`src/rtl/core/epdu_pkg.sv`:
```
// ----------------------------------------------------------------------------
// epdu_pkg
// Shared types and codes of the edge probe decision unit.
// ----------------------------------------------------------------------------
package epdu_pkg;

  localparam int unsigned WinW          = 10;
  localparam int unsigned WordW         = 32;
  localparam int unsigned DefWorkHeight = 4;
  localparam int unsigned DefSubHeight  = 64;

  // fixed-point scale used for division by a constant height
  localparam int unsigned RecipShift = 20;
  localparam int unsigned RecipW     = RecipShift + 1;

  typedef enum logic {
    MODE_FIND   = 1'b0,
    MODE_INSERT = 1'b1
  } mode_e;

  // find outcome codes
  localparam logic [1:0] FO_NOT_STOPPED = 2'd0;
  localparam logic [1:0] FO_NOT_FOUND   = 2'd1;
  localparam logic [1:0] FO_FOUND       = 2'd2;

  // insert exit codes
  localparam logic [1:0] IE_SWAPPED     = 2'd0;
  localparam logic [1:0] IE_LOADED      = 2'd1;
  localparam logic [1:0] IE_UPDATED     = 2'd2;
  localparam logic [1:0] IE_PASSED      = 2'd3;

  // interval verdict codes
  localparam logic [1:0] IV_FIRST_GEN   = 2'd0;
  localparam logic [1:0] IV_LOWER_GEN   = 2'd1;
  localparam logic [1:0] IV_CURRENT_GEN = 2'd2;
  localparam logic [1:0] IV_QUIT        = 2'd3;

  // calculation unit commands
  localparam logic [2:0] CAL_NONE       = 3'd0;
  localparam logic [2:0] CAL_INSERT     = 3'd1;
  localparam logic [2:0] CAL_UPDATE     = 3'd2;
  localparam logic [2:0] CAL_UPDATE_PTR = 3'd3;
  localparam logic [2:0] CAL_DELETE     = 3'd4;
  localparam logic [2:0] CAL_DEL_CRUMPLE = 3'd5;

  // crumple-in verdicts
  localparam logic [1:0] CR_NONE        = 2'd0;
  localparam logic [1:0] CR_QUIT        = 2'd1;
  localparam logic [1:0] CR_CRUMPLE     = 2'd2;

  typedef struct packed {
    logic             first_of_edge;
    logic             delete_edge;
    logic [1:0]       find_outcome;
    logic [1:0]       insert_exit;
    logic             is_clustered;
    logic [WordW-1:0] edge_block_base;
    logic [WinW-1:0]  sub_top;
    logic [WinW-1:0]  sub_bottom;
    logic [WinW-1:0]  start_top;
    logic [WordW-1:0] neighbor_id;
    logic [WordW-1:0] link_weight;
  } item_t;

  typedef struct packed {
    mode_e            next_mode;
    logic             writeback_enable;
    logic [WordW-1:0] writeback_addr;
    logic [WinW-1:0]  subblock_index;
    logic             mark_clustered;
    logic [1:0]       interval_verdict;
    logic [2:0]       cal_cmd;
    logic [1:0]       crumple_verdict;
    logic [WordW-1:0] neighbor_out;
    logic [WordW-1:0] weight_out;
    logic [WinW-1:0]  window_top;
    logic             fault;
  } result_t;

  typedef struct packed {
    mode_e           mode;
    logic [WinW-1:0] top;
    logic [WinW-1:0] bottom;
    logic            rolled;
  } state_t;

endpackage

```
`src/rtl/core/epdu_decide.sv`:
```
// ----------------------------------------------------------------------------
// epdu_decide
// Combinational decision for one probe iteration: next mode, writeback,
// verdicts, commands and the next window state.
// ----------------------------------------------------------------------------
module epdu_decide
  import epdu_pkg::*;
#(
  parameter int unsigned WORK_HEIGHT = DefWorkHeight,
  parameter int unsigned SUB_HEIGHT  = DefSubHeight
) (
  input  item_t   item_i,
  input  state_t  state_i,
  input  logic    crumple_en_i,
  output result_t result_o,
  output state_t  state_o
);

  localparam logic [RecipW-1:0] WorkRecip =
    RecipW'(((2 ** RecipShift) + WORK_HEIGHT - 1) / WORK_HEIGHT);
  localparam logic [RecipW-1:0] SubRecip =
    RecipW'(((2 ** RecipShift) + SUB_HEIGHT - 1) / SUB_HEIGHT);
  localparam int unsigned ProdW = WinW + RecipW;
  localparam logic [WinW-1:0] WorkStep = WinW'(WORK_HEIGHT);
  localparam logic [WinW-1:0] WorkSpan = WinW'(WORK_HEIGHT - 1);

  state_t           eff;
  logic [ProdW-1:0] top_prod;
  logic [ProdW-1:0] sub_prod;
  logic             last;
  logic             advance;
  mode_e            nmode;
  logic             wb;
  logic             mark;
  logic [1:0]       verdict;
  logic [2:0]       cal;
  logic [1:0]       crum;
  logic             fault;
  state_t           nxt;

  // reload on first request of an edge
  always_comb begin
    eff = state_i;
    if (item_i.first_of_edge) begin
      eff.mode   = MODE_FIND;
      eff.top    = item_i.start_top;
      eff.bottom = item_i.start_top + WorkSpan;
      eff.rolled = 1'b0;
    end
  end

  // division by constant height via reciprocal multiply, exact for 10-bit values
  assign top_prod = ProdW'(eff.top) * ProdW'(WorkRecip);
  assign sub_prod = ProdW'(item_i.sub_top) * ProdW'(SubRecip);

  assign last = eff.rolled && (eff.top == item_i.start_top);

  always_comb begin
    nmode   = eff.mode;
    wb      = 1'b0;
    mark    = 1'b0;
    verdict = IV_FIRST_GEN;
    cal     = CAL_NONE;
    crum    = CR_NONE;
    fault   = 1'b0;
    advance = 1'b0;
    unique case (eff.mode)
      MODE_FIND: begin
        unique case (item_i.find_outcome)
          FO_NOT_FOUND: begin
            verdict = IV_QUIT;
            if (!item_i.delete_edge) begin
              nmode   = MODE_INSERT;
              verdict = IV_FIRST_GEN;
              cal     = CAL_INSERT;
            end else if (crumple_en_i) begin
              crum = CR_QUIT;
            end
          end
          FO_FOUND: begin
            wb      = 1'b1;
            verdict = IV_QUIT;
            if (!item_i.delete_edge) begin
              cal = CAL_UPDATE;
            end else if (crumple_en_i) begin
              cal  = CAL_DEL_CRUMPLE;
              crum = item_i.is_clustered ? CR_CRUMPLE : CR_QUIT;
            end else begin
              cal = CAL_DELETE;
            end
          end
          FO_NOT_STOPPED: begin
            if (last) begin
              mark    = !item_i.is_clustered;
              verdict = IV_LOWER_GEN;
            end else begin
              verdict = IV_CURRENT_GEN;
              advance = 1'b1;
            end
          end
          default: begin
            fault = 1'b1;
          end
        endcase
      end
      MODE_INSERT: begin
        unique case (item_i.insert_exit)
          IE_LOADED: begin
            nmode   = MODE_FIND;
            wb      = 1'b1;
            verdict = IV_QUIT;
            cal     = CAL_UPDATE_PTR;
          end
          IE_UPDATED: begin
            nmode   = MODE_FIND;
            wb      = 1'b1;
            verdict = IV_QUIT;
          end
          IE_SWAPPED, IE_PASSED: begin
            wb = (item_i.insert_exit == IE_SWAPPED);
            if (last) begin
              mark    = !item_i.is_clustered;
              verdict = IV_LOWER_GEN;
            end else begin
              verdict = IV_CURRENT_GEN;
              advance = 1'b1;
            end
          end
          default: begin
            fault = 1'b1;
          end
        endcase
      end
      default: begin
        fault = 1'b1;
      end
    endcase
  end

  // window step: next work block, or wrap to sub-block top
  always_comb begin
    nxt      = eff;
    nxt.mode = nmode;
    if (advance) begin
      if (eff.bottom == item_i.sub_bottom) begin
        nxt.top    = item_i.sub_top;
        nxt.bottom = item_i.sub_top + WorkSpan;
        nxt.rolled = 1'b1;
      end else begin
        nxt.top    = eff.top + WorkStep;
        nxt.bottom = eff.bottom + WorkStep;
      end
    end
  end

  assign state_o = nxt;

  always_comb begin
    result_o.next_mode        = nmode;
    result_o.writeback_enable = wb;
    result_o.writeback_addr   = item_i.edge_block_base
                                + WordW'(top_prod[RecipShift +: WinW]);
    result_o.subblock_index   = sub_prod[RecipShift +: WinW];
    result_o.mark_clustered   = mark;
    result_o.interval_verdict = verdict;
    result_o.cal_cmd          = cal;
    result_o.crumple_verdict  = crum;
    result_o.neighbor_out     = item_i.neighbor_id;
    result_o.weight_out       = item_i.link_weight;
    result_o.window_top       = nxt.top;
    result_o.fault            = fault;
  end

endmodule

```
`src/rtl/core/epdu_state.sv`:
```
// ----------------------------------------------------------------------------
// epdu_state
// Mode, work-block window and rollover registers, updated once per request.
// ----------------------------------------------------------------------------
module epdu_state
  import epdu_pkg::*;
#(
  parameter int unsigned WORK_HEIGHT = DefWorkHeight
) (
  input  logic   clk_i,
  input  logic   rst_ni,
  input  logic   update_i,
  input  state_t state_d,
  output state_t state_o
);

  state_t state_q;

  always_ff @(posedge clk_i or negedge rst_ni) begin
    if (!rst_ni) begin
      state_q.mode   <= MODE_FIND;
      state_q.top    <= '0;
      state_q.bottom <= WinW'(WORK_HEIGHT - 1);
      state_q.rolled <= 1'b0;
    end else if (update_i) begin
      state_q <= state_d;
    end
  end

  assign state_o = state_q;

`ifndef SYNTHESIS
  // window always spans one work block
  a_window_span: assert property (@(posedge clk_i) disable iff (!rst_ni)
    (state_q.bottom - state_q.top) == WinW'(WORK_HEIGHT - 1))
    else $error("window span broken");

  // rollover only sets on an update
  a_roll_on_update: assert property (@(posedge clk_i) disable iff (!rst_ni)
    $rose(state_q.rolled) |-> $past(update_i))
    else $error("rollover set without update");
`endif

endmodule

```
`src/rtl/core/edge_probe_decision_unit.sv`:
```
// ----------------------------------------------------------------------------
// edge_probe_decision_unit
// Per probe iteration decision of the edge-block update engine.
// ----------------------------------------------------------------------------
// path: input register, then decision logic into the result register
// throughput: one request per cycle while the output is not stalled, set by
// the combinational decision path
// reset: mode find, window 0 .. WORK_HEIGHT-1, rollover clear, crumple-in off,
// both register stages empty
module edge_probe_decision_unit
  import epdu_pkg::*;
#(
  parameter int unsigned WORK_HEIGHT = DefWorkHeight,
  parameter int unsigned SUB_HEIGHT  = DefSubHeight
) (
  input  logic             clk_i,
  input  logic             rst_ni,
  input  logic             cfg_we_i,
  input  logic             cfg_data_i,
  input  logic             in_valid_i,
  output logic             in_ready_o,
  input  logic             first_of_edge_i,
  input  logic             delete_edge_i,
  input  logic [1:0]       find_outcome_i,
  input  logic [1:0]       insert_exit_i,
  input  logic             is_clustered_i,
  input  logic [WordW-1:0] edge_block_base_i,
  input  logic [WinW-1:0]  sub_top_i,
  input  logic [WinW-1:0]  sub_bottom_i,
  input  logic [WinW-1:0]  start_top_i,
  input  logic [WordW-1:0] neighbor_id_i,
  input  logic [WordW-1:0] link_weight_i,
  output logic             out_valid_o,
  input  logic             out_ready_i,
  output logic             next_mode_o,
  output logic             writeback_enable_o,
  output logic [WordW-1:0] writeback_addr_o,
  output logic [WinW-1:0]  subblock_index_o,
  output logic             mark_clustered_o,
  output logic [1:0]       interval_verdict_o,
  output logic [2:0]       cal_cmd_o,
  output logic [1:0]       crumple_verdict_o,
  output logic [WordW-1:0] neighbor_out_o,
  output logic [WordW-1:0] weight_out_o,
  output logic [WinW-1:0]  window_top_o,
  output logic             fault_o
);

  logic    crumple_q;
  logic    in_valid_q;
  item_t   item_q;
  logic    out_valid_q;
  logic    out_valid_d;
  result_t res_q;
  result_t res_d;
  state_t  state;
  state_t  state_d;
  logic    fire;
  logic    in_take;

  // request moves from input register to result register
  assign fire       = in_valid_q && (!out_valid_q || out_ready_i);
  assign in_ready_o = !in_valid_q || fire;
  assign in_take    = in_valid_i && in_ready_o;
  assign out_valid_d = fire || (out_valid_q && !out_ready_i);

  always_ff @(posedge clk_i or negedge rst_ni) begin
    if (!rst_ni) begin
      crumple_q <= 1'b0;
    end else if (cfg_we_i) begin
      crumple_q <= cfg_data_i;
    end
  end

  always_ff @(posedge clk_i or negedge rst_ni) begin
    if (!rst_ni) begin
      in_valid_q  <= 1'b0;
      out_valid_q <= 1'b0;
    end else begin
      if (in_ready_o) begin
        in_valid_q <= in_valid_i;
      end
      out_valid_q <= out_valid_d;
    end
  end

  always_ff @(posedge clk_i) begin
    if (in_take) begin
      item_q.first_of_edge   <= first_of_edge_i;
      item_q.delete_edge     <= delete_edge_i;
      item_q.find_outcome    <= find_outcome_i;
      item_q.insert_exit     <= insert_exit_i;
      item_q.is_clustered    <= is_clustered_i;
      item_q.edge_block_base <= edge_block_base_i;
      item_q.sub_top         <= sub_top_i;
      item_q.sub_bottom      <= sub_bottom_i;
      item_q.start_top       <= start_top_i;
      item_q.neighbor_id     <= neighbor_id_i;
      item_q.link_weight     <= link_weight_i;
    end
    if (fire) begin
      res_q <= res_d;
    end
  end

  epdu_decide #(
    .WORK_HEIGHT (WORK_HEIGHT),
    .SUB_HEIGHT  (SUB_HEIGHT)
  ) u_decide (
    .item_i       (item_q),
    .state_i      (state),
    .crumple_en_i (crumple_q),
    .result_o     (res_d),
    .state_o      (state_d)
  );

  epdu_state #(
    .WORK_HEIGHT (WORK_HEIGHT)
  ) u_state (
    .clk_i    (clk_i),
    .rst_ni   (rst_ni),
    .update_i (fire),
    .state_d  (state_d),
    .state_o  (state)
  );

  assign out_valid_o        = out_valid_q;
  assign next_mode_o        = res_q.next_mode;
  assign writeback_enable_o = res_q.writeback_enable;
  assign writeback_addr_o   = res_q.writeback_addr;
  assign subblock_index_o   = res_q.subblock_index;
  assign mark_clustered_o   = res_q.mark_clustered;
  assign interval_verdict_o = res_q.interval_verdict;
  assign cal_cmd_o          = res_q.cal_cmd;
  assign crumple_verdict_o  = res_q.crumple_verdict;
  assign neighbor_out_o     = res_q.neighbor_out;
  assign weight_out_o       = res_q.weight_out;
  assign window_top_o       = res_q.window_top;
  assign fault_o            = res_q.fault;

`ifndef SYNTHESIS
  // a faulted request commands nothing
  a_fault_quiet: assert property (@(posedge clk_i) disable iff (!rst_ni)
    (out_valid_o && fault_o) |-> (!writeback_enable_o && (cal_cmd_o == CAL_NONE)
      && (interval_verdict_o == IV_FIRST_GEN)))
    else $error("fault with active command");

  // crumple verdict only ends a find
  a_crumple_find: assert property (@(posedge clk_i) disable iff (!rst_ni)
    (out_valid_o && (crumple_verdict_o != CR_NONE)) |->
      ((next_mode_o == MODE_FIND) && (interval_verdict_o == IV_QUIT)))
    else $error("crumple verdict outside find quit");

  // a full pipe with a stalled output takes no new request
  a_stall_blocks: assert property (@(posedge clk_i) disable iff (!rst_ni)
    (in_valid_q && out_valid_q && !out_ready_i) |-> !in_ready_o)
    else $error("request taken into full pipe");

  // a stalled result holds
  a_result_hold: assert property (@(posedge clk_i) disable iff (!rst_ni)
    (out_valid_o && !out_ready_i) |=> (out_valid_o && $stable(res_q)))
    else $error("stalled result changed");
`endif

endmodule

```
`config.mk`:
```
export PLATFORM = sky130hd
export DESIGN_NAME = edge_probe_decision_unit
export DESIGN_NICKNAME = d
export VERILOG_FILES = /design/src/rtl/core/epdu_pkg.sv /design/src/rtl/core/epdu_decide.sv /design/src/rtl/core/epdu_state.sv /design/src/rtl/core/edge_probe_decision_unit.sv
export SDC_FILE = /design/constraint.sdc
export NUM_CORES = 1
export LEC_CHECK = 0
export BUFFER_PORTS_ARGS = -buffer_cell sky130_fd_sc_hd__clkbuf_2
export CORE_MARGIN = 8
export CORE_UTILIZATION = 48
export CTS_CLUSTER_DIAMETER = 150
export CTS_CLUSTER_SIZE = 10
export DETAILED_ROUTE_END_ITERATION = 16
export PLACE_DENSITY = 0.72
export SLEW_MARGIN = 20
export SYNTH_ARGS = -nofsm -noshare
export SYNTH_HDL_FRONTEND = slang
export SYNTH_SLANG_ARGS = --single-unit
```
`constraint.sdc`:
```
create_clock -name clk_i -period 4.35 [get_ports clk_i]
set_input_delay 0.435 -clock clk_i [delete_from_list [all_inputs] [get_ports clk_i]]
set_output_delay 0.435 -clock clk_i [all_outputs]
set_load 0.005 [all_outputs]
```
; After elaboration in Yosys (flattened, before gate mapping)
; Index checks and enable logic that the tools add are counted.
[op_classes]
n_mux = 38
addsub = 5
mul = 0
eq_ne = 7
magnitude_cmp = 0
n_shift = 0
n_div = 0
reduce_logical = 16
bitwise_logic = 1
[ops]
columns = op, count
row1 = adder 32 x 8 -> 32 bit, 1
row2 = 2-to-1 mux 22 bit, 1
row3 = 2-to-1 mux 21 bit, 1
row4 = "adder 10 x 2 -> 10 bit, second input constant", 2
row5 = "adder 10 x 3 -> 10 bit, second input constant", 2
row6 = equality test 10 bit, 2
row7 = 2-to-1 mux 20 bit, 1
row8 = 2-to-1 mux 1 bit, 15
row9 = 2-to-1 mux 2 bit, 7
row10 = case mux 1 bit (2 select lines), 6
row11 = case mux 2 bit (2 select lines), 3
row12 = case mux 3 bit (2 select lines), 2
row13 = "equality test 2 bit, second input constant", 3
row14 = case mux 2 bit (3 select lines), 1
row15 = "equality test 2 x 1 -> 1 bit, second input constant", 2
row16 = logical AND 1 bit, 4
row17 = zero test 1 bit, 4
row18 = zero test 2 bit, 2
row19 = OR reduction 2 bit, 2
row20 = logical OR 1 bit, 3
row21 = 2-to-1 mux 3 bit, 1
row22 = OR reduction 3 bit, 1
row23 = inverter 1 bit, 1
[totals]
mem_bits_ro = 0
latchBits = 0
n_memories = 0
ram_bits = 0
ff_bits = 279

; Logic depth before layout (Yosys ltp)
[depth]
word_depth = 8
mapped_depth = 14
mapped_depth_nobuf = 12

; Modules after synthesis
; Synthesis repeated with hierarchy kept, for this count alone.
[hier_totals]
cells_unflattened = 800
area_unflattened_um2 = 12271.8
[modules_own_cells]
columns = mod, seq_area_each_um2, cells_each, instances, area_per_inst_um2
row1 = edge_probe_decision_unit, 7882.6, 270, 1, 7947.6
row2 = epdu_decide, 0.0, 484, 1, 3500.9
row3 = epdu_state, 553.0, 46, 1, 823.3

; Worst setup path after synthesis
; OpenSTA, ideal clock, no wires.
[synth_timing]
path_kind = input to register
from = input out_ready_i
to = register u_state.state_q, in the netlist u_state.state_o[15]
path_slack_ns = -0.465
cell_stages = 5
arrival_time_ns = 4.487
required_ns = 4.022
path_buffers = 1
setup_time_ns = 0.328
cell_sequence = nand2b_1 nand2_1 clkinv_1 clkbuf_1 a31oi_1
[synth_between]
elab_chain_cells = 2
[synth_rtl]
columns = element, line
row1 = "start, declared", edge_probe_decision_unit.sv:34  ; input logic out_ready_i,
row2 = logical OR 1 bit, edge_probe_decision_unit.sv:62  ; assign fire = in_valid_q && (!out_valid_q || out_ready_i);
row3 = logical AND 1 bit, edge_probe_decision_unit.sv:62
row4 = via fire, edge_probe_decision_unit.sv:58  ; logic fire;
row5 = "end signal, assigned", epdu_state.sv:26  ; state_q <= state_d;
row6 = "end, declared", epdu_state.sv:17  ; state_t state_q;
; The timed path passes the listed nets, and every way through them passes these cells.
; A chain may end at the register's enable or synchronous reset.

==> qor.txt <==
Most common cell on crit path - a21oi_1
Via count - 7,172
Final Hold Violating Endpoints - 0
Synth Area per Inst - 15.24 sq um
1st-iter DRT viols - 476
Chip height - 170.1 um
DRT antenna net count - 0
Warnings, synthesis - 0
RSZ-0062 raised after global routing - false
Initial Util - 48.72%
Largest net degree at the start of global routing - 79
Ratio of final minimum period to clock period - 80.66%
CP max stage delay - 0.41 ns
Slew headroom - 49.22%
Number of port buffers - 261
Arr. time, crit path - 3.82 ns
Num CTS Buffers - 31
Worst-margin pin slew - 0.7617 ns
PostCTS Resize Cnt - 0
First-pass GRT wire length - 40,420 um
Die Wd - 170.1 um
HPWL after DPL - 18,890 um
Register bit total from synthesis - 279
Register area share after synthesis - 72.41%
Drt wl/cell - 19.36 um
Core area - 23,400 sq um
Crit path cell chain - buf_4 > nand2_1 > o21ai_1 > ha_1 > a21o_1 > a21oi_1 > o21bai_1 > a21oi_1 > o21ai_0 > and2_1 > nand4_1 > xnor2_1
DRT Pass-1 Iters - 5
Post-Syn Area - 11,400 sq um
Tmin final - 3.509 ns
Max IR drop VDD - 0.0003517 V
Max-slew violation count - 0
Io pins - 268
Htree depth - 1
Status - complete, no violations
P per Cell Area - 473.0 nW/um^2
CTS tree - done
Crit path required time - 4.66 ns
Gate Count Post-Synth - 748
Die area - 28,940 sq um
Syn-to-layout area delta - 22.50%
Post-synth EDFFs - 254
Layout cells sized above 1 - 31.40%
DRC Markers - 0
Vias per cell - 5.220
Max-cap violations - 0
Final setup skew - 0.02061 ns
Vias in the first global route - 7,164
CP max FO - 41
CTS clock-pin slew for the worst setup and hold paths - 0.06 ns
CP max stage cell - buf_4
GRT overflow - 0
Root Driver - clkbuf_16
CTS Buffer Depth - 3
Clk sinks - 279
Worst skew pair latency - 0.56 ns
Worst Hold Class - in2reg
Final core occ - 59.68%
Leak pwr - 5.519 nW
Antenna violations before repair - 1
Synth unique cells - 77
Endpoints failing setup - 0
Prevailing post-synth register cell - edfxtp_1
Synth async-reset ratio - 8.961%
WL final - 26,610 um
Fin nets - 1,187
GRT Total Usage - 18.06%
Crit end category - flip-flop
Synth area leaders - edfxtp_1, dfrtp_1, xnor2_1
Fmax - 285.0 MHz
Setup CP Type - reg2reg
Share of the synthesized area in the top cell type - 66.90%
Leading cell type in the layout, fill and taps excluded - clkbuf_2
Setup TNS - 0 ns
RD Place Congestion - 0.8908
Commonest non-fill, non-tap cells in the layout - clkbuf_2, edfxtp_1, xnor2_1, nand2_1, nor2_1
Row cnt - 56
Crit path launch type - flip-flop
Cell taking the most area after synthesis - edfxtp_1
[path summary, 6_finish.rpt]
check                                       from                         endpoint  slack [ns]  cells after the start
min reg2reg                 item_q[50]$_DFFE_PP_     neighbor_out_o[18]$_DFFE_PP_        0.42                      0
max in group asynchronous                 rst_ni  u_state.state_o[10]$_DFFE_PN0P_        3.37                      2
min                                 sub_top_i[7]             item_q[91]$_DFFE_PP_        0.04                      1
max                        item_q[132]$_DFFE_PP_   writeback_addr_o[20]$_DFFE_PP_        0.84                     12
min in group asynchronous                 rst_ni  u_state.state_o[20]$_DFFE_PN0P_        0.49                      2
max reg2reg                item_q[132]$_DFFE_PP_   writeback_addr_o[20]$_DFFE_PP_        0.84                     12
[registers in the layout, summed over array words and instances (netlist names)]
| name | flops |
|---|---|
| fault_o | 1 |
| cal_cmd_o | 3 |
| next_mode_o | 1 |
| mark_clustered_o | 1 |
| writeback_enable_o | 1 |
| neighbor_out_o | 32 |
| subblock_index_o | 4 |
| window_top_o | 10 |
| crumple_q | 1 |
| out_valid_o | 1 |
| in_valid_q | 1 |
| u_state.state_o | 22 |
| item_q | 133 |
| writeback_addr_o | 32 |
| weight_out_o | 32 |
| crumple_verdict_o | 2 |
| interval_verdict_o | 2 |
[area by class of cell]
class | instances | area, sq um
Inverter | 33 | 128.9
Clock inverter | 1 | 20.02
Timing Repair Buffer | 270 | 1401
Multi-Input combinational cell | 414 | 2885
Antenna cell | 1 | 2.502
Tap cell | 319 | 399.1
Sequential cell | 279 | 8255
Clock buffer | 57 | 873.3
Fill cell | 1908 | 9437
[critical path, delay by kind of cell (launching register included)]
kind	cells	cell delay, ns
flip-flops	1	0.39
XOR/XNOR	1	0.09
AO/OA/AOI/OAI	6	1.29
AND/OR/NAND/NOR	3	0.72
adder cells (fa/ha/maj)	1	0.37
buffers and inverters	1	0.41
[synth_stat cells (6+ instances only)]
cell / instances
edfxtp_1: 254
xnor2_1: 43
nand2_1: 42
nor2_1: 39
inv_1: 32
a21oi_1: 30
dfrtp_1: 23
nand3_1: 22
xor2_1: 21
ha_1: 18
o21ai_0: 16
mux2_2: 14
mux2i_1: 13
nor3_1: 13
and3_1: 10
clkbuf_1: 10
buf_4: 9
o21ai_1: 9
a31oi_1: 8
nand2b_1: 8
a21o_1: 7
nor2b_1: 7
nand4_1: 6
[what timing repair did]
item | 4_1_cts | 5_1_grt
endpoints found under the hold margin | 23 | 0
hold buffers | 1 | 0
buffers inserted | 0 | 0
[power by group]
group          total (W)  switching, W  leakage, nW  internal, W
Clock            0.00232      0.000978        0.423      0.00134
Combinational   0.000879      0.000496         2.36     0.000383
Sequential       0.00341      0.000160         2.74      0.00325
Total            0.00661       0.00163         5.52      0.00497
[metal layers]
| layer | share of wire (%) | GRT usage (%) | up-vias | routed length, um |
|---|---|---|---|---|
| met2 | 49 | 29.94 | 286 | 13030 |
| met5 | 0 | 0 | - | 0 |
| met1 | 39 | 22.29 | 3464 | 10510 |
| li1 | - | - | 3368 | - |
| met3 | 8.5 | 5.005 | 54 | 2257 |
| met4 | 3.0 | 6.789 | 0 | 811 |
[logic make-up after synthesis]
logic type	Yosys count	share of synthesized area (%)
DFF	279	72.41
adders and majority gates	19	2.151
buffers and inverters	60	2.469
and+or+nand+nor	176	8.176
muxes	28	2.623
other	1	0.03289
xor gates and xnor gates	65	5.114
AOI/OAI and AO/OA	120	7.024
[metrics by stage]
stage               total power [W]  worst slack (ns)  area [sq um]  instances  hold slack, ns
finish                     0.006606            0.8412         13970       1374         0.04423
floorplan                  0.003959            0.1719         11420        753          0.1394
CTS                        0.006682            0.8677         13960       1373         0.01210
global placement           0.004310            0.9822         13060       1314          0.4003
global route               0.006896            0.5581         13970       1374         0.01640
detailed placement         0.004337            0.8642         13060       1314          0.4045
(Power assumes the default switching activity.)
